**src/hw/rtl/mvc_sqrt.sv**
```systemverilog
// Pipelined integer square root, one root bit per stage, with a sideband tag.
module mvc_sqrt #(
  parameter int R_W   = 17,
  parameter int TAG_W = 1
) (
  input  logic               clk,
  input  logic               rst,
  input  logic               in_vld,
  input  logic [2*R_W-1:0]   a,
  input  logic [TAG_W-1:0]   in_tag,
  output logic               out_vld,
  output logic [R_W-1:0]     root,
  output logic [TAG_W-1:0]   out_tag
);

  localparam int IN_W = 2 * R_W;
  localparam int RM_W = R_W + 2;

  logic [RM_W-1:0]  rem_q  [R_W];
  logic [IN_W-1:0]  low_q  [R_W];
  logic [R_W-1:0]   root_q [R_W];
  logic [TAG_W-1:0] tag_q  [R_W];
  logic             vld_q  [R_W];

  logic [RM_W-1:0]  rem_next  [R_W];
  logic [IN_W-1:0]  low_next  [R_W];
  logic [R_W-1:0]   root_next [R_W];

  always_comb begin
    logic [RM_W-1:0] prem;
    logic [IN_W-1:0] plow;
    logic [R_W-1:0]  proot;
    logic [RM_W+1:0] t, trial;
    for (int k = 0; k < R_W; k++) begin
      prem  = (k == 0) ? '0 : rem_q[(k == 0) ? 0 : k - 1];
      plow  = (k == 0) ? a  : low_q[(k == 0) ? 0 : k - 1];
      proot = (k == 0) ? '0 : root_q[(k == 0) ? 0 : k - 1];
      t     = {prem, plow[IN_W-1:IN_W-2]};
      trial = (RM_W + 2)'({proot, 2'b01});
      low_next[k] = plow << 2;
      if (t >= trial) begin
        rem_next[k]  = RM_W'(t - trial);
        root_next[k] = {proot[R_W-2:0], 1'b1};
      end else begin
        rem_next[k]  = t[RM_W-1:0];
        root_next[k] = {proot[R_W-2:0], 1'b0};
      end
    end
  end

  always_ff @(posedge clk) begin
    for (int k = 0; k < R_W; k++) begin
      rem_q[k]  <= rem_next[k];
      low_q[k]  <= low_next[k];
      root_q[k] <= root_next[k];
      tag_q[k]  <= (k == 0) ? in_tag : tag_q[(k == 0) ? 0 : k - 1];
    end
  end

  always_ff @(posedge clk) begin
    if (rst) begin
      for (int k = 0; k < R_W; k++) vld_q[k] <= 1'b0;
    end else begin
      for (int k = 0; k < R_W; k++) begin
        vld_q[k] <= (k == 0) ? in_vld : vld_q[(k == 0) ? 0 : k - 1];
      end
    end
  end

  assign out_vld = vld_q[R_W-1];
  assign root    = root_q[R_W-1];
  assign out_tag = tag_q[R_W-1];

endmodule

```
**config.mk**
```make
export PLATFORM = sky130hd
export DESIGN_NAME = mvc_sqrt
export DESIGN_NICKNAME = d
export VERILOG_FILES = /design/src/hw/rtl/mvc_sqrt.sv
export SDC_FILE = /design/constraint.sdc
export NUM_CORES = 1
export LEC_CHECK = 0
export CORE_MARGIN = 2
export CORE_UTILIZATION = 41
export DETAILED_ROUTE_END_ITERATION = 7
export DONT_BUFFER_PORTS = 1
export MAX_ROUTING_LAYER = met4
export PLACE_DENSITY = 0.62
export SLEW_MARGIN = 40
export SYNTH_ARGS = -nofsm -noshare
export SYNTH_HDL_FRONTEND = slang
export SYNTH_SLANG_ARGS = --single-unit
```
**constraint.sdc**
```tcl
create_clock -name clk -period 5.91 [get_ports clk]
set_input_delay 1.182 -clock clk [delete_from_list [all_inputs] [get_ports clk]]
set_output_delay 1.182 -clock clk [all_outputs]
set_load 0.01 [all_outputs]
```
Yosys cells after proc, flatten, opt, wreduce, memory -nomap -nowiden
Memory sizes are Yosys's and may differ from the RTL's.
Index checks and enable logic that the tools add are counted.
{ "op_classes": {"add_sub_neg": 17, "order_cmp": 17, "mux": 54, "n_bitwise": 17} }
{ "ops": {"columns": ["op", "count"], "rows": [
  ["$ge A21 B19 Y1", 16],
  ["$mux W19", 17],
  ["$sub A19 B19 Y19", 16],
  ["$mux W1", 37],
  ["$or A1 B1 Y1", 17],
  ["$sub A2 B1 Y3 const B", 1],
  ["$ge A2 B1 Y1 const B", 1]
]} }
{ "totals": {"reg_bits": 0, "mem_bits_rw": 1190, "input_bits": 38, "out_inout_bits": 19, "word_cells": 110, "memories": 5} }
{ "mem_list": {"columns": ["memory", "words", "word_bits", "read_ports", "rd_clocked_by_memory_dff", "write_ports", "line_no", "rtl"], "rows": [
  ["low_q", 17, 32, 16, 0, 17, "20", "logic [IN_W-1:0] low_q [R_W];"],
  ["rem_q", 17, 19, 16, 0, 17, "19", "logic [RM_W-1:0] rem_q [R_W];"],
  ["root_q", 17, 17, 17, 0, 17, "21", "logic [R_W-1:0] root_q [R_W];"],
  ["tag_q", 17, 1, 17, 0, 17, "22", "logic [TAG_W-1:0] tag_q [R_W];"],
  ["vld_q", 17, 1, 17, 0, 17, "23", "logic vld_q [R_W];"]
]} }

Longest topological paths before layout
{ "logic_depth": {"ltp_word": 3, "mapped_depth": 12, "ltp_nobuf": 11} }

Least setup slack after synthesis
Ideal clock, no wire load.
{ "synth_timing": {"path_type": "register to register", "start": "mem root_q[14][6] (netlist: root_q[0][244])", "end": "mem rem_q[0][292] (netlist bit)", "setup_ps": 121, "arrival_ps": 2491, "required_ps": 5789, "slack_ps": 3298, "path_stages_with_launch": 10, "n_path_buf": 1, "synth_period_minus_slack_ps": 2612, "cell_sequence": "dfxtp_1 inv_1 ha_1 a21o_1 a221o_1 a221o_1 a21o_1 or3_1 buf_2 mux2_2"} }
{ "synth_lines": {"columns": ["item", "line_no"], "rows": [
  ["start, declared", "21"],
  ["end, declared", "19"]
]} }

==> results.json <==
{
  "max-clock-path-buffers": 3,
  "fin_skew_ns": 0.0132,
  "die-area_um2": 66400,
  "cap_violations": 0,
  "postCtsSetupBuffers": 0,
  "synthTopCellsByArea": "dfxtp_1 56%, ha_1 8.1%, xnor2_1 4.1%",
  "ios": 57,
  "grt_max_degree": 31,
  "synth-compound-area-share_pct": 11.2,
  "final_common_cell": "dfxtp_1",
  "core_um2": 63300,
  "drtPass1Iterations": 5,
  "layout_min_cycle_time_ns": 3.07,
  "place_area_um2": 27300,
  "synth-simple-area-share_pct": 12.8,
  "drt-total-wl_um": 49100,
  "max-slew-margin-rel_pct": 49.6,
  "synth_xor_area_share_pct": 6.98,
  "grt_pass1_wl_um": 81500,
  "area_growth_pct": 13.3,
  "outcome": "finished clean",
  "synth.area.mux_share_pct": 1.01,
  "wl_per_cell_um": 14.2,
  "synth_top_family_by_area": "simple AND/OR/NAND/NOR gates",
  "cts_tree": "yes",
  "fin_area_um2": 29900,
  "start_kind": "register",
  "endpoint_kind": "register",
  "netlist.area_leader.share_pct": 56.3,
  "cts_buffers": 76,
  "start_util_pct": 41.7,
  "syn-num-nets": 2731,
  "cp.arrival_ns": 3.56,
  "p_per_area_nw_per_um2": 450,
  "hold_viol": 0,
  "grt_util_met3_pct": 3.11,
  "clk_latency_ns": 0.61,
  "num_vias": 17200,
  "top_usage_layer": "met2",
  "use_met2_pct": 24.3,
  "die_h_um": 258,
  "antenna_left": 0,
  "rsz0062_at_grt": "no",
  "grt_use_total_pct": 15.2,
  "die-width_um": 258,
  "cp.required_ns": 6.40,
  "antenna_found_initial": 0,
  "fin_total_pwr_uw": 13500,
  "synthCells": 2522,
  "drt-vias-per-instance": 4.96,
  "dpl.hpwl_um": 36900,
  "synth_edf_count": 0,
  "synth-warning-count": 0,
  "io_buffers": 0,
  "synth_fa_ha_area_share_pct": 8.11,
  "ys_seq_area_share_pct": 56.3,
  "final_cell_mix": "741 x dfxtp_1, 210 x inv_1, 171 x ha_1",
  "cp_max_fo": 30,
  "place.gp.congestion": 0.960,
  "worstHoldPathType": "reg -> reg",
  "drtIter0Drc": 1062,
  "synth.distinct_cells": 73,
  "syn_avg_cell_area_um2": 10.5,
  "core.rowCount": 92,
  "synth_top_area_cell": "dfxtp_1",
  "drc": 0,
  "cts.htree.levels": 3,
  "setup_viol": 0,
  "synthesis.area_um2": 26400,
  "layout-drive-gt1-share_pct": 6.86,
  "period_share_pct": 52.0,
  "grt_pass1_vias": 16800,
  "tightest_slew_ns": 0.750,
  "cts_sinks": 741,
  "final_net_count": 2778,
  "synthFlopType": "dfxtp_1",
  "drv_slew": 0,
  "fmax_ghz": 0.325,
  "clkTransAtPathRegs_ns": 0.06,
  "p_leak_uw": 0.0138,
  "worstSetupPathType": "reg -> reg",
  "cts_resized": 0,
  "async_flop_share_pct": 0,
  "tns_ns": 0,
  "overflow": 0,
  "peakVddDrop_v": 0.000265,
  "cts-root-buf": "clkbuf_16",
  "ctsHoldBuffers": 0,
  "synth_seq_cells": 741,
  "n_fill_cell": 5876,
  "diodes": 0,
  "met1_usage_pct": 19.1
}
sequential cells by signal, summed over array words and instances (netlist names):
name	flops
tag_q	17
rem_q	282
low_q	272
vld_q	17
root_q	153
metrics by stage:
step / utilization [%] / setup slack [ns] / cells / hold slack [ns]
6_report: 47.2 / 2.84 / 3468 / 0.318
5_1_grt: 47.2 / 2.61 / 3468 / 0.313
4_1_cts: 47.2 / 2.65 / 3467 / 0.312
3_5_place_dp: 43.2 / 2.66 / 3336 / 0.312
3_3_place_gp: 43.2 / 2.75 / 3336 / 0.309
2_1_floorplan: - / 3.30 / 2522 / 0.310
critical path: stages, from the launching register on:
cell     delay [ns]
dfxtp_1        0.33
inv_1          0.05
ha_1           0.37
a21o_1         0.20
a221o_1        0.37
a221o_1        0.34
a21o_1         0.19
or3_2          0.73
mux2_2         0.37
kinds of logic (layout without fill, tap and decap cells):
kind of cell | after synthesis | in the layout
flops | 741 | 741
simple gates | 653 | 653
compound gates | 474 | 474
buf+inv | 248 | 348
xor+xnor | 210 | 210
fa+ha+maj | 171 | 171
mux | 24 | 24
other cells | 1 | 1
power by group:
part           internal, uW  switching, uW  leakage [uW]
logic                  1080           1220       0.00633
clock network          2830           1910       0.00123
registers              5840            580       0.00620
synth_stat cells (7+ instances only):
| cell type | n |
|---|---|
| a211o_1 | 10 |
| a211oi_1 | 15 |
| a21o_1 | 37 |
| a21oi_1 | 158 |
| and2_1 | 11 |
| and3_1 | 9 |
| clkbuf_1 | 27 |
| dfxtp_1 | 741 |
| ha_1 | 171 |
| inv_1 | 210 |
| mux2_2 | 20 |
| nand2_1 | 132 |
| nand2b_1 | 27 |
| nand3_1 | 43 |
| nand3b_1 | 7 |
| nand4_1 | 27 |
| nor2_1 | 164 |
| nor2b_1 | 43 |
| nor3_1 | 57 |
| nor4_1 | 32 |
| nor4b_1 | 7 |
| o211ai_1 | 11 |
| o21a_1 | 49 |
| o21ai_0 | 106 |
| o21bai_1 | 8 |
| o22ai_1 | 8 |
| o31ai_1 | 11 |
| or2_2 | 14 |
| or3_1 | 34 |
| or4_1 | 19 |
| xnor2_1 | 124 |
| xor2_1 | 86 |
final cells by class:
| class | instances | area [um2] | share of cell area, % |
|---|---|---|---|
| multi-input cells | 1533 | 10600 | 35.5 |
| clock inverters | 31 | 405 | 1.36 |
| inverters | 211 | 792 | 2.65 |
| repair buffers | 6 | 45.0 | 0.151 |
| well taps | 846 | 1060 | 3.54 |
| clock buffers | 100 | 2130 | 7.14 |
| flip-flops and latches | 741 | 14800 | 49.6 |
per-layer routing:
metal	up-vias	part of all wire (%)
li1	8724	-
met1	8004	47
met2	376	46
met3	87	5.4
met4	0	2.3
met5	-	0
worst paths after layout:
kind / from / end / slack, ns / cells past startpoint
max: root_q[0][244]$_DFF_P_ / rem_q[0][295]$_DFF_P_ / 2.84 / 8
min: low_q[0][284]$_DFF_P_ / low_q[0][318]$_DFF_P_ / 0.32 / 0
max reg2reg: root_q[0][244]$_DFF_P_ / rem_q[0][295]$_DFF_P_ / 2.84 / 8
min reg2reg: low_q[0][284]$_DFF_P_ / low_q[0][318]$_DFF_P_ / 0.32 / 0
Note: power is estimated with default switching activity, not from simulation.
