### src/hw/rtl/mvc_div.sv
// Pipelined restoring divider, one quotient bit per stage, with a sideband tag.
module mvc_div #(
  parameter int NUM_W = 58,
  parameter int DEN_W = 28,
  parameter int Q_W   = 33,
  parameter int TAG_W = 1
) (
  input  logic             clk,
  input  logic             rst,
  input  logic             in_vld,
  input  logic [NUM_W-1:0] num,
  input  logic [DEN_W-1:0] den,
  input  logic [TAG_W-1:0] in_tag,
  output logic             out_vld,
  output logic [Q_W-1:0]   quo,
  output logic [TAG_W-1:0] out_tag
);

  logic [DEN_W-1:0] rem_q [Q_W];
  logic [Q_W-1:0]   low_q [Q_W];
  logic [Q_W-1:0]   quo_q [Q_W];
  logic [DEN_W-1:0] den_q [Q_W];
  logic [TAG_W-1:0] tag_q [Q_W];
  logic             vld_q [Q_W];

  logic [DEN_W-1:0] rem_next [Q_W];
  logic [Q_W-1:0]   low_next [Q_W];
  logic [Q_W-1:0]   quo_next [Q_W];

  logic [NUM_W-1:0] num_hi;

  always_comb begin
    logic [DEN_W-1:0] prem, pden;
    logic [Q_W-1:0]   plow, pquo;
    logic [DEN_W:0]   t;
    num_hi = num >> Q_W;
    for (int k = 0; k < Q_W; k++) begin
      prem = (k == 0) ? num_hi[DEN_W-1:0] : rem_q[(k == 0) ? 0 : k - 1];
      plow = (k == 0) ? num[Q_W-1:0]      : low_q[(k == 0) ? 0 : k - 1];
      pquo = (k == 0) ? '0                : quo_q[(k == 0) ? 0 : k - 1];
      pden = (k == 0) ? den               : den_q[(k == 0) ? 0 : k - 1];
      t = {prem, plow[Q_W-1]};
      low_next[k] = plow << 1;
      if (t >= {1'b0, pden}) begin
        rem_next[k] = DEN_W'(t - {1'b0, pden});
        quo_next[k] = {pquo[Q_W-2:0], 1'b1};
      end else begin
        rem_next[k] = t[DEN_W-1:0];
        quo_next[k] = {pquo[Q_W-2:0], 1'b0};
      end
    end
  end

  always_ff @(posedge clk) begin
    for (int k = 0; k < Q_W; k++) begin
      rem_q[k] <= rem_next[k];
      low_q[k] <= low_next[k];
      quo_q[k] <= quo_next[k];
      den_q[k] <= (k == 0) ? den    : den_q[(k == 0) ? 0 : k - 1];
      tag_q[k] <= (k == 0) ? in_tag : tag_q[(k == 0) ? 0 : k - 1];
    end
  end

  always_ff @(posedge clk) begin
    if (rst) begin
      for (int k = 0; k < Q_W; k++) vld_q[k] <= 1'b0;
    end else begin
      for (int k = 0; k < Q_W; k++) begin
        vld_q[k] <= (k == 0) ? in_vld : vld_q[(k == 0) ? 0 : k - 1];
      end
    end
  end

  assign out_vld = vld_q[Q_W-1];
  assign quo     = quo_q[Q_W-1];
  assign out_tag = tag_q[Q_W-1];

endmodule

### config.mk
export PLATFORM = sky130hd
export DESIGN_NAME = mvc_div
export DESIGN_NICKNAME = d
export VERILOG_FILES = /design/src/hw/rtl/mvc_div.sv
export SDC_FILE = /design/constraint.sdc
export NUM_CORES = 2
export LEC_CHECK = 0
export BUFFER_PORTS_ARGS = -buffer_cell sky130_fd_sc_hd__buf_2
export CAP_MARGIN = 20
export CORE_MARGIN = 3
export CORE_UTILIZATION = 57
export DETAILED_ROUTE_END_ITERATION = 16
export GPL_TIMING_DRIVEN = 0
export PLACE_DENSITY = 0.76
export SYNTH_ARGS = -nofsm -noshare
export SYNTH_HDL_FRONTEND = slang
export SYNTH_SLANG_ARGS = --single-unit
### constraint.sdc
create_clock -name clk -period 3.3 [get_ports clk]
set_clock_uncertainty 0.05 [all_clocks]
set_input_delay 0.495 -clock clk [delete_from_list [all_inputs] [get_ports clk]]
set_output_delay 0.495 -clock clk [all_outputs]
set_load 0.02 [all_outputs]
; ---- Word level (Yosys, flattened, before mapping)
; Memory sizes are Yosys's and may differ from the RTL's.
; Cells that the tools add are included.
[word_totals]
regBits = 0
ram_bits = 4059
input_bits = 90
out_inout_bits = 35
wordCells = 207
mem_count = 6
[mem_list]
columns = memory, words, word_bits, rd, rd_clocked_by_memory_dff, write_ports, line
row1 = quo_q, 33, 33, 33, 0, 33, 21  ; logic [Q_W-1:0] quo_q [Q_W];
row2 = low_q, 33, 32, 32, 0, 33, 20  ; logic [Q_W-1:0] low_q [Q_W];
row3 = den_q, 33, 28, 32, 0, 33, 22  ; logic [DEN_W-1:0] den_q [Q_W];
row4 = rem_q, 33, 28, 32, 0, 33, 19  ; logic [DEN_W-1:0] rem_q [Q_W];
row5 = tag_q, 33, 1, 33, 0, 33, 23  ; logic [TAG_W-1:0] tag_q [Q_W];
row6 = vld_q, 33, 1, 33, 0, 33, 24  ; logic vld_q [Q_W];
[classes]
addsub = 33
magnitude_cmp = 33
muxes = 102
bitwise = 33
[ops]
columns = cell, count
row1 = greater-or-equal comparator 29 x 28 -> 1 bit, 32
row2 = 2-to-1 mux 28 bit, 33
row3 = subtractor 28 bit, 32
row4 = 2-to-1 mux 1 bit, 69
row5 = OR 1 bit, 33
row6 = greater-or-equal comparator 26 x 28 -> 1 bit, 1
row7 = subtractor 26 x 28 -> 28 bit, 1

; ---- Longest topological paths before layout
[depth]
word_depth = 3
depth_mapped = 15

; ---- Worst setup path after synthesis
; No wires, ideal clock.
[synth_path]
path_type = register to register
from = memory den_q[11][1] (netlist: den_q[0][309])
to = memory rem_q[12][9] (netlist: rem_q[0][345])
arrival_time_ns = 3.089
t_required_ns = 3.127
path_slack_ns = 0.037
path_stages_with_launch = 13
path_buffers = 1
period_less_slack_ns = 3.263
cell_sequence = dfxtp_1 inv_1 ha_1 nor2b_1 o21a_1 o21ai_0 a21oi_1 o21a_1 a211o_1 a221o_1 a2111oi_4 buf_4 mux2_1
[synth_lines]
columns = element, line
row1 = "start, declared", 22
row2 = "end, declared", 19

==> impl_metrics.yaml <==
setup_path:
  worstSetupStartpoint: "den_q[0][533]"
  cp.required_ps: 4030
  cpLargestDelayFamily: "compound AO/OA/AOI/OAI gates"
  worstPathArrival_ps: 4090
  path_cells: "inv_2 -> ha_4 -> nor2b_4 -> o21ai_2 -> a21oi_2 -> or4_4 -> a221oi_4 -> a211o_1 -> a31oi_4 -> a31oi_4 -> o21ai_4 -> buf_12 -> mux2_4"
  cp_slowest_cell: "or4_4"
  worstPathMaxFanout: 7
  crit_path_frequent_cell: "a31oi_4"
  timing.rr.start: "den_q[0][533]"
  cp_num_buf_inv: 2
  path_class: "flip-flop to flip-flop"
  crit_path_start_kind: "flip-flop"
  rrSetupSlack_ps: -60
  end_kind: "flip-flop"
  max_stage_delay_ps: 500
clock_tree:
  cts_buffer_depth: 4
  cts_root_buf: "clkbuf_16"
  clkLatencyLatePin_ps: 940
  clock_sink_count: 2947
  htree_levels: 5
  cts_tree: "yes"
  cts.reportedPaths.clkPinSlew_ps: 60
  cts_buffers: 308
global_routing:
  antenna_found_initial: 14
  top_usage_layer: "met2"
  use_met1_pct: 35.8
  grt_use_met3_pct: 3.26
  grt_pass1_wl_um: 464000
  grt_pass1_vias: 84100
  grt_max_degree: 18
  track_usage_pct: 27.4
  grt_use_met2_pct: 46.2
  overflow: 0
cells_and_area:
  nFillCells: 15400
  ff_latch_area_um2: 59200
  final_common_cell: "dfxtp_1"
  multiInputGateArea_um2: 56800
  final_cell_mix: "dfxtp_1 (2847), inv_1 (1172), ha_1 (830), a21oi_1 (735), nand2_1 (652)"
  nets: 13500
  drive_gt1_share_pct: 17.4
  final_util_pct: 68.3
  syn_to_final_growth_pct: 19.0
  final_area_um2: 140000
yosys:
  ys.warnings.count: 0
  synthFlopType: "dfxtp_1"
  syn-cell-area_um2: 118000
  ys_async_sr_fraction_pct: 0
  synth.area.top_cells: "dfxtp_1 (50%), ha_1 (9.8%), mux2_2 (4.0%)"
  ys_seq_area_share_pct: 50.1
  postSynthCellCount: 11700
  synth.avg_cell_area_um2: 10.1
  synthAdderAreaFrac_pct: 10.3
  ys_types: 102
  synth-simple-area-share_pct: 9.79
  synth_edf_count: 0
  synth-seq-cells: 2947
  yosys.area.top_type_share_pct: 50.1
  synth_xor_area_share_pct: 5.23
  synth_largest_area_cell: "dfxtp_1"
  syn_nets: 12700
  synth_top_family_by_area: "compound AO/OA/AOI/OAI gates"
  synth_compound_area_share_pct: 14.9
  synth.area.mux_share_pct: 4.88
power_and_ir_drop:
  leakagePower_nw: 64.1
  vdd_drop_max_v: 0.000680
  p_per_area_nw_per_um2: 1210
  sw_frac_of_total_pct: 37.6
  internal_power_w: 0.105
  power_switching_w: 0.0635
  power_frac_clock_pct: 20.6
  comb_power_share_pct: 48.4
  p_seq_share_pct: 31.0
floorplanning:
  start_util_pct: 57.4
  die_area_um2: 212000
  core_um2: 205000
  boundaryPins: 125
  die_y_um: 460
  die_w_um: 460
  rows: 166
place:
  numPortBuffers: 124
  dp_hpwl_um: 225000
  place.gp.congestion: 0.942
  placed_area_um2: 122000
routing:
  detail_route.wl_per_cell_um: 19.8
  vias_per_cell: 5.57
  final_antenna_net_count: 0
  vias: 85900
  drt-total-wl_um: 306000
  drtIter0Drc: 6107
  drc: 0
  first_pass_iters: 6
sta:
  tns_ps: -1230
  slew_violations: 0
  final_hold_viol_count: 2
  layout_min_cycle_time_ps: 3360
  final-setup-viol-count: 33
  rsz0062_at_grt: "true"
  max_slew_margin_pct: 50.1
  fin_hold_ws_ps: -328
  fin_crit_sh_pct: 102
  fin_ws_ps: -64.0
  worst_slew_pin_slew_ps: 730
  clock.fmax_ghz: 0.297
status:
  outcome: "finished, violations left"
  failed_checks: "hold timing, setup timing"
flow_run:
  drv_cap: 0
worst_hold_path:
  hp-class: "input pin to flip-flop"
  hold_start: "den[0]"
## final cells by class
type | instances | share of cell area, %
Antenna cell | 3 | 0.00536
Buffer | 206 | 1.13
Clock buffer | 399 | 6.13
Clock inverter | 137 | 1.20
Inverter | 1192 | 3.21
Multi-Input combinational cell | 7306 | 40.5
Sequential cell | 2947 | 42.2
Tap cell | 2688 | 2.40
Timing Repair Buffer | 536 | 3.14
## per-stage QoR
stage               instances  total power (W)  worst slack (ps)
finish                  15400            0.169             -64.0
global route            15400            0.178              -188
CTS                     15300            0.162             -95.1
detailed placement      14500            0.121             -1240
global placement        14500            0.120             -1210
floorplan               11700            0.102              37.2
## worst register-to-register path, cell delays in order, from the launching register on
cell	delay, ps
dfxtp_2	350
inv_2	50
ha_4	210
nor2b_4	120
o21ai_2	190
a21oi_2	90
or4_4	500
a221oi_4	340
a211o_1	290
a31oi_4	140
a31oi_4	260
o21ai_4	170
buf_12	190
mux2_4	300
## sequential cells by signal, indices dropped and copies added (netlist names)
name   cells
quo_q    561
low_q    528
tag_q     33
den_q    896
rem_q    896
vld_q     33
## cell usage after synthesis (all sizes together), types with 16 or more instances
| library cell | number |
|---|---|
| a2111oi | 23 |
| a211o | 33 |
| a211oi | 77 |
| a21boi | 48 |
| a21o | 444 |
| a21oi | 802 |
| a221oi | 23 |
| a311oi | 20 |
| a31o | 21 |
| a31oi | 104 |
| a41oi | 19 |
| and2 | 42 |
| and3 | 92 |
| buf | 65 |
| clkbuf | 170 |
| dfxtp | 2947 |
| fa | 32 |
| ha | 922 |
| inv | 1192 |
| mux2 | 457 |
| mux2i | 52 |
| nand2 | 660 |
| nand2b | 124 |
| nand3 | 169 |
| nand4 | 149 |
| nor2 | 612 |
| nor2b | 173 |
| nor3 | 144 |
| nor3b | 22 |
| nor4 | 32 |
| o2111ai | 16 |
| o211ai | 37 |
| o21a | 118 |
| o21ai | 636 |
| o21bai | 94 |
| o22ai | 17 |
| o31a | 22 |
| o31ai | 65 |
| o41ai | 24 |
| or2 | 52 |
| or3 | 56 |
| xnor2 | 443 |
| xor2 | 260 |
## final timing paths
path	endpoint	cells past startpoint
worst min register to register	low_q[0][159]	0
worst min-delay path	den_q[0][0]	1
worst max register to register	rem_q[0][581]	13
worst max-delay path	rem_q[0][581]	13
## cell families after synthesis
logic type | Yosys count
xor gates and xnor gates | 703
buffers and inverters | 1427
DFF | 2947
and+or+nand+nor | 2387
adders and majority gates | 954
muxes | 509
AOI/OAI and AO/OA | 2753
## power by group through the flow
stage          Sequential, W  Combinational [W]  Clock, W
2_1_floorplan         0.0499             0.0521         0
3_3_place_gp          0.0524             0.0673         0
3_5_place_dp          0.0526             0.0681         0
4_1_cts               0.0521             0.0748    0.0353
5_1_grt               0.0532             0.0885    0.0367
6_report              0.0524             0.0817    0.0347
## routing by layer
metal | share of wire [%] | routed length (um)
met5 | 0.027 | 84
met4 | 4.3 | 13200
met3 | 4.8 | 14700
met2 | 47 | 144000
met1 | 44 | 134000
## what timing repair did
action,CTS,global route
pin swaps,121,221
resized for setup,585,640
endpoints found under the setup margin,881,825
setup buffers,156,152
hold buffers,86,3
endpoints found under the hold margin,117,4
cloned,8,9
(Power assumes the default switching activity.)
