===== src/hw/rtl/mvc_pkg.sv =====
// Package for the motion vector to color block: constants, types and the angle table.
package mvc_pkg;

  localparam int MV_WIDTH_DEF     = 14;
  localparam int ANGLE_STAGES_DEF = 16;

  localparam int MAG_W     = 11;
  localparam int SQ_W      = 2 * MAG_W;
  localparam int LIM_W     = SQ_W + 4;
  localparam int S_SHIFT   = 28;
  localparam int V_SHIFT   = 32;
  localparam int Q_W       = 33;
  localparam int ROOT_W    = 17;
  localparam int HUE_W     = 19;
  localparam int FRAC_W    = 16;
  localparam int SEC_W     = HUE_W - FRAC_W;
  localparam int ANG_W     = 16;
  localparam int CHAN_W    = 8;
  localparam int PADDR_W   = 3;
  localparam int PDATA_W   = 32;

  localparam logic [MAG_W-1:0] MAX_MAG_RESET = 11'd40;
  localparam logic [0:0]       REG_MAX_MAG   = 1'b0;

  localparam int HUE_FULL = 393216;
  localparam int HUE_HALF = 196608;

  typedef struct packed {
    logic              over;
    logic [ROOT_W-1:0] root;
    logic [HUE_W-1:0]  hue;
  } mvc_pix_t;

  // atan(2^-i), 60 degrees = 65536
  function automatic logic [ANG_W-1:0] atan_angle(input int unsigned i);
    logic [ANG_W-1:0] a;
    case (i)
      0:       a = 16'd49152;
      1:       a = 16'd29016;
      2:       a = 16'd15331;
      3:       a = 16'd7782;
      4:       a = 16'd3906;
      5:       a = 16'd1955;
      6:       a = 16'd978;
      7:       a = 16'd489;
      8:       a = 16'd244;
      9:       a = 16'd122;
      10:      a = 16'd61;
      11:      a = 16'd31;
      12:      a = 16'd15;
      13:      a = 16'd8;
      14:      a = 16'd4;
      15:      a = 16'd2;
      16:      a = 16'd1;
      default: a = 16'd0;
    endcase
    return a;
  endfunction

endpackage


===== src/hw/rtl/mvc_cordic.sv =====
// CORDIC vectoring pipeline that turns a motion vector into a hue angle.
module mvc_cordic #(
  parameter int MV_WIDTH     = mvc_pkg::MV_WIDTH_DEF,
  parameter int ANGLE_STAGES = mvc_pkg::ANGLE_STAGES_DEF
) (
  input  logic                             clk,
  input  logic signed [MV_WIDTH-1:0]       x,
  input  logic signed [MV_WIDTH-1:0]       y,
  output logic [mvc_pkg::HUE_W-1:0]        hue
);

  localparam int CW = MV_WIDTH + 11;
  localparam int ZW = mvc_pkg::HUE_W + 1;

  logic signed [CW-1:0] xs_q [ANGLE_STAGES];
  logic signed [CW-1:0] ys_q [ANGLE_STAGES];
  logic signed [ZW-1:0] z_q  [ANGLE_STAGES];
  logic                 neg_q  [ANGLE_STAGES];
  logic                 zero_q [ANGLE_STAGES];

  logic signed [CW-1:0] xs_next [ANGLE_STAGES];
  logic signed [CW-1:0] ys_next [ANGLE_STAGES];
  logic signed [ZW-1:0] z_next  [ANGLE_STAGES];

  logic signed [CW-1:0] xe, ye;
  logic                 neg_in, zero_in;
  logic signed [ZW-1:0] h_sum;

  always_comb begin
    logic signed [CW-1:0] pxs, pys, dx, dy;
    logic signed [ZW-1:0] pz, ang;
    xe = CW'(x) <<< 8;
    ye = CW'(y) <<< 8;
    neg_in  = x[MV_WIDTH-1];
    zero_in = (x == '0) && (y == '0);
    if (neg_in) begin
      xe = -xe;
      ye = -ye;
    end
    for (int k = 0; k < ANGLE_STAGES; k++) begin
      pxs = (k == 0) ? xe : xs_q[(k == 0) ? 0 : k - 1];
      pys = (k == 0) ? ye : ys_q[(k == 0) ? 0 : k - 1];
      pz  = (k == 0) ? '0 : z_q[(k == 0) ? 0 : k - 1];
      dx  = pys >>> k;
      dy  = pxs >>> k;
      ang = $signed({{(ZW - mvc_pkg::ANG_W){1'b0}}, mvc_pkg::atan_angle(k)});
      if (!pys[CW-1]) begin
        xs_next[k] = pxs + dx;
        ys_next[k] = pys - dy;
        z_next[k]  = pz + ang;
      end else begin
        xs_next[k] = pxs - dx;
        ys_next[k] = pys + dy;
        z_next[k]  = pz - ang;
      end
    end
    h_sum = z_q[ANGLE_STAGES-1];
    if (neg_q[ANGLE_STAGES-1]) begin
      h_sum = h_sum + ZW'(mvc_pkg::HUE_HALF);
    end
    if (h_sum < 0) begin
      h_sum = h_sum + ZW'(mvc_pkg::HUE_FULL);
    end else if (h_sum >= ZW'(mvc_pkg::HUE_FULL)) begin
      h_sum = h_sum - ZW'(mvc_pkg::HUE_FULL);
    end
    if (zero_q[ANGLE_STAGES-1]) begin
      h_sum = '0;
    end
  end

  always_ff @(posedge clk) begin
    for (int k = 0; k < ANGLE_STAGES; k++) begin
      xs_q[k] <= xs_next[k];
      ys_q[k] <= ys_next[k];
      z_q[k]  <= z_next[k];
      neg_q[k]  <= (k == 0) ? neg_in  : neg_q[(k == 0) ? 0 : k - 1];
      zero_q[k] <= (k == 0) ? zero_in : zero_q[(k == 0) ? 0 : k - 1];
    end
    hue <= h_sum[mvc_pkg::HUE_W-1:0];
  end

endmodule


===== config.mk =====
export PLATFORM = sky130hd
export DESIGN_NAME = mvc_cordic
export DESIGN_NICKNAME = d
export VERILOG_FILES = /design/src/hw/rtl/mvc_pkg.sv /design/src/hw/rtl/mvc_cordic.sv
export SDC_FILE = /design/constraint.sdc
export NUM_CORES = 2
export LEC_CHECK = 0
export BUFFER_PORTS_ARGS = -buffer_cell sky130_fd_sc_hd__buf_2
export CORE_ASPECT_RATIO = 1.2
export CORE_MARGIN = 3
export CORE_UTILIZATION = 55
export DETAILED_ROUTE_END_ITERATION = 8
export GPL_TIMING_DRIVEN = 0
export PLACE_DENSITY_LB_ADDON = 0.08
export SLEW_MARGIN = 40
export SYNTH_ARGS = -nofsm -noshare
export SYNTH_HDL_FRONTEND = slang
export SYNTH_SLANG_ARGS = --single-unit

===== constraint.sdc =====
create_clock -name clk -period 5.2 [get_ports clk]
set_input_delay 0.52 -clock clk [delete_from_list [all_inputs] [get_ports clk]]
set_output_delay 0.52 -clock clk [all_outputs]
set_load 0.005 [all_outputs]

---- Yosys cells after proc, flatten, opt, wreduce, memory -nomap -nowiden ----
Memories as Yosys holds them, arrays and structs flattened.
Cells that the tools add are included.
word-level totals
  input port bits ......................... 29
  output and inout bits ................... 19
  memories ................................ 5
  register bits after elaboration ......... 19
  memory bits (writable) .................. 1152
operators by class
  magnitude comparators ................... 2
  $add $sub $neg .......................... 98
  multiplexer cells ....................... 53
  reductions and logical operators ........ 3
memories
  name    words  bits a word  read ports  clocked after Yosys merged registers in  wr ports  line              RTL
  xs_q    16     25           15          0                                        16        mvc_cordic.sv:15  logic signed [CW-1:0] xs_q [ANGLE_STAGES];
  ys_q    16     25           15          0                                        16        mvc_cordic.sv:16  logic signed [CW-1:0] ys_q [ANGLE_STAGES];
  z_q     16     20           16          0                                        16        mvc_cordic.sv:17  logic signed [ZW-1:0] z_q [ANGLE_STAGES];
  neg_q   16     1            16          0                                        16        mvc_cordic.sv:18  logic neg_q [ANGLE_STAGES];
  zero_q  16     1            16          0                                        16        mvc_cordic.sv:19  logic zero_q [ANGLE_STAGES];
operator list
  kind              number
  $mux 25           34
  $mux 20           17
  $add 25x10->25    2
  $add 25x11->25    2
  $add 25x12->25    2
  $add 25x13->25    2
  $add 25x14->25    2
  $add 25x15->25    2
  $add 25x16->25    2
  $add 25x17->25    2
  $add 25x18->25    2
  $add 25x19->25    2
  $add 25x20->25    2
  $add 25x21->25    2
  $add 25x22->25    2
  $add 25x23->25    2
  $add 25x24->25    2
  $neg 22->25       2
  $sub 25x10->25    2
  $sub 25x11->25    2
  $sub 25x12->25    2
  $sub 25x13->25    2
  $sub 25x14->25    2
  $sub 25x15->25    2
  47 further kinds  61

---- Logic depth before layout (Yosys ltp) ----
An unclocked memory read counts as a cell.
  word-level depth ........................ 6
  depth in mapped cells ................... 19

---- Least setup slack after synthesis ----
No wires, ideal clock.
  path type ............................... register -> register
  start ................................... mem ys_q[1][124] in the netlist's numbering
  end ..................................... mem ys_q[1][149] in the netlist's numbering
  required time ........................... 5.094 ns
  data arrival time ....................... 3.757 ns
  path slack .............................. 1.337 ns
  library setup time ...................... 0.106 ns
  path buffers ............................ 2
  cell stages (with the launch flop) ...... 14
  cells stage by stage .................... dfxtp_1 clkbuf_1 clkbuf_1 mux2_2 fa_1 a211oi_1 o21ai_0 a31oi_1 o21ai_0 a41oi_1 o21ai_0 o21ai_0 nand3_1 o311ai_0
RTL lines
  item         line
  from (decl)  mvc_cordic.sv:16

==> results.py <==
metrics = {
    "run_status": {
        "outcome": "completed",
    },
    "global_route": {
        "grt_use_total_pct": 26.4,
        "antenna_found_initial": 0,
        "grt.overflow.total": 0,
        "grt_max_degree": 22,
        "grt_pass1_vias": 55400,
        "grt_pass1_wl_um": 284000,
    },
    "critical_path": {
        "critPathMaxFanout": 17,
        "end_kind": "flop",
        "path_common_cell": "o21ai_0",
        "crit_type": "reg2reg",
        "critical-path-top-delay-family": "compound AO/OA/AOI/OAI gates",
        "r2r_cells": 14,
        "r2r_slack_ns": 0.27,
        "r2r-end": "xs_q[1][74]",
        "slowest_stage": "dfxtp_2",
        "worstSetupStartpointType": "flop",
        "cpPeakStageDelay_ns": 0.67,
        "worstReg2RegStart": "ys_q[1][49]",
        "crit_buf_inv": 3,
        "crit_required_ns": 5.73,
        "arrival_ns": 5.46,
        "path_cells": "clkbuf_4 > clkbuf_2 > mux2i_1 > inv_1 > fa_1 > nor2b_1 > o21ai_0 > a21boi_1 > o21ai_0 > a21oi_1 > a221oi_2 > o21a_1 > and3_1 > a2111oi_2",
    },
    "cts": {
        "cts_tree": "yes",
        "cts_buffers": 101,
        "cts.sinks": 960,
        "clkTransAtPathRegs_ns": 0.06,
        "insertion_delay_ns": 0.71,
        "cts_buffer_depth": 3,
        "cts_root_buffer": "clkbuf_16",
        "cts_max_level": 3,
        "post-cts-setup-buffer-count": 0,
    },
    "synth": {
        "synth-warning-count": 0,
        "ys_types": 95,
        "synth.area.top_cells": "dfxtp_1 28%, ha_1 17%, xnor2_1 9.5%, a21oi_1 5.4%, xor2_1 5.1%",
        "synth_commonest_cells": "960 x dfxtp_1, 934 x ha_1, 791 x nor2_1",
        "ys_seq_area_share_pct": 27.6,
        "post-synth-top-count-cell": "dfxtp_1",
        "netlist.area_leader.share_pct": 27.6,
        "ys_ff_latch": 960,
        "synth_area_leader_cell": "dfxtp_1",
        "synthCells": 8192,
        "syn_area_um2": 69600,
        "syn_avg_cell_area_um2": 8.50,
        "postSynth.asyncResetShare_pct": 0,
        "ys.flop_type": "dfxtp_1",
        "synth_edf_count": 0,
    },
    "route": {
        "wl_per_cell_um": 17.7,
        "drt_wl_total_um": 178000,
        "vias": 58300,
        "viasPerCell": 5.78,
        "first_pass_iters": 6,
        "drt_first_iter_violations": 3665,
        "ant_nets": 0,
        "drc": 0,
    },
    "floorplan": {
        "initial_core_util_pct": 55.6,
        "die_area_um2": 131000,
        "core_area_um2": 125000,
        "die_h_um": 396,
        "core.rowCount": 142,
        "die_w_um": 331,
        "boundaryPins": 48,
    },
    "finish": {
        "final_nets": 9347,
        "layout-drive-gt1-share_pct": 4.42,
        "antenna_cells": 0,
        "area_growth_syn_to_layout_pct": 8.70,
    },
    "sta": {
        "final.period_utilization_pct": 94.7,
        "relSlewSlack_pct": 36.3,
        "rsz0062_at_grt": "false",
        "setup_viol": 0,
        "skew_ns": 0.0297,
        "hold-worst-slack_ns": 0.155,
        "max_freq_mhz": 203,
        "finalHoldViolations": 0,
        "tightest_slew_ns": 0.947,
        "period_needed_ns": 4.93,
        "maxSlewViolCount": 0,
    },
    "worst_hold_path": {
        "holdPathStages": 4,
        "hold_end": "zero_q[0][0]",
        "min-delay-start": "x[12]",
        "worst_hold_path_type": "in2reg",
    },
    "place": {
        "gp_congestion": 0.940,
        "io_buffers": 46,
        "dp_hpwl_um": 145000,
    },
    "flow_run": {
        "cap_viol_max_count": 0,
    },
}
worst max path at each step:
stage,end,startpoint,slack (ns),cells after the start
2_1_floorplan,ys_q[1][149],ys_q[1][124],1.34,13
3_3_place_gp,xs_q[1][74],ys_q[1][49],-0.92,14
3_5_place_dp,xs_q[1][74],ys_q[1][49],-0.07,14
4_1_cts,ys_q[0][99],ys_q[0][74],0.04,15
5_1_grt,xs_q[1][74],ys_q[1][49],0.02,14
6_report,xs_q[1][74],ys_q[1][49],0.27,14
stage by stage:
step	TNS [ns]	cell area (µm²)	instances	setup WS, ns	util, %
2_1_floorplan	0	69700	8197	1.34	-
6_report	0	75700	10100	0.274	60.4
3_3_place_gp	-1.60	72000	9899	-0.922	57.5
5_1_grt	0	75700	10100	0.0170	60.4
4_1_cts	0	75700	10100	0.0432	60.4
3_5_place_dp	-0.111	72000	9899	-0.0735	57.5
worst reg2reg max path, stage by stage (launching register included):
cell       delay (ns)
dfxtp_2          0.67
clkbuf_4         0.43
clkbuf_2         0.33
mux2i_1          0.41
inv_1            0.12
fa_1             0.44
nor2b_1          0.13
o21ai_0          0.11
a21boi_1         0.20
o21ai_0          0.13
a21oi_1          0.48
a221oi_2         0.21
o21a_1           0.34
and3_1           0.22
a2111oi_2        0.57
cells in the final DEF, fill, tap and decap left out, types with 270 or more instances in the layout:
master and count:
a21oi_1 751, dfxtp_1 952, ha_1 934, nor2_1 791, a21o_1 310, xor2_1 404, inv_1 409, nand2_1 394
xnor2_1 753, o21ai_0 349, nor3_1 270
logic make-up (layout without fill, tap and decap cells):
family | Yosys count | count (layout) | synth area share [%]
adders and majority gates | 972 | 972 | 17.9
buffers and inverters | 545 | 780 | 2.96
muxes | 43 | 43 | 0.658
xor gates and xnor gates | 1158 | 1158 | 14.6
and+or+nand+nor | 2324 | 2324 | 16.1
other | 2 | 7 | 0.0108
AOI/OAI and AO/OA | 2188 | 2188 | 20.2
DFF | 960 | 960 | 27.6
sequential cells by signal, summed over array words and instances, names as in the netlist:
signal / cells
z_q: 271
hue: 18
neg_q: 16
zero_q: 16
xs_q: 313
ys_q: 326
final cells by class:
type / instances / area, µm²
flip-flops and latches: 960 / 19200
inverters: 410 / 1540
clock buffers: 129 / 2900
clock inverters: 60 / 729
well taps: 1656 / 2070
multi-input cells: 6692 / 48500
repair buffers: 47 / 240
fillers: 11200 / 49600
plain buffers: 134 / 533
metal layers:
| layer | vias to the layer above | GRT usage (%) | share of wire, % |
|---|---|---|---|
| met4 | 0 | 11.1 | 4.3 |
| met1 | 27100 | 33.3 | 44 |
| met3 | 358 | 3.34 | 4.8 |
| met2 | 1355 | 45.3 | 47 |
| met5 | - | 0 | 0 |
| li1 | 29500 | - | - |
timing repair:
item	CTS	global route
hold buffers	1	0
hold endpoints to repair	1	0
endpoints found under the setup margin	2	10
resized for setup	2	13
Power is left out: the tool's default activity adds up to more than one toggle a clock period on the data nets, which glitch-free logic cannot reach.
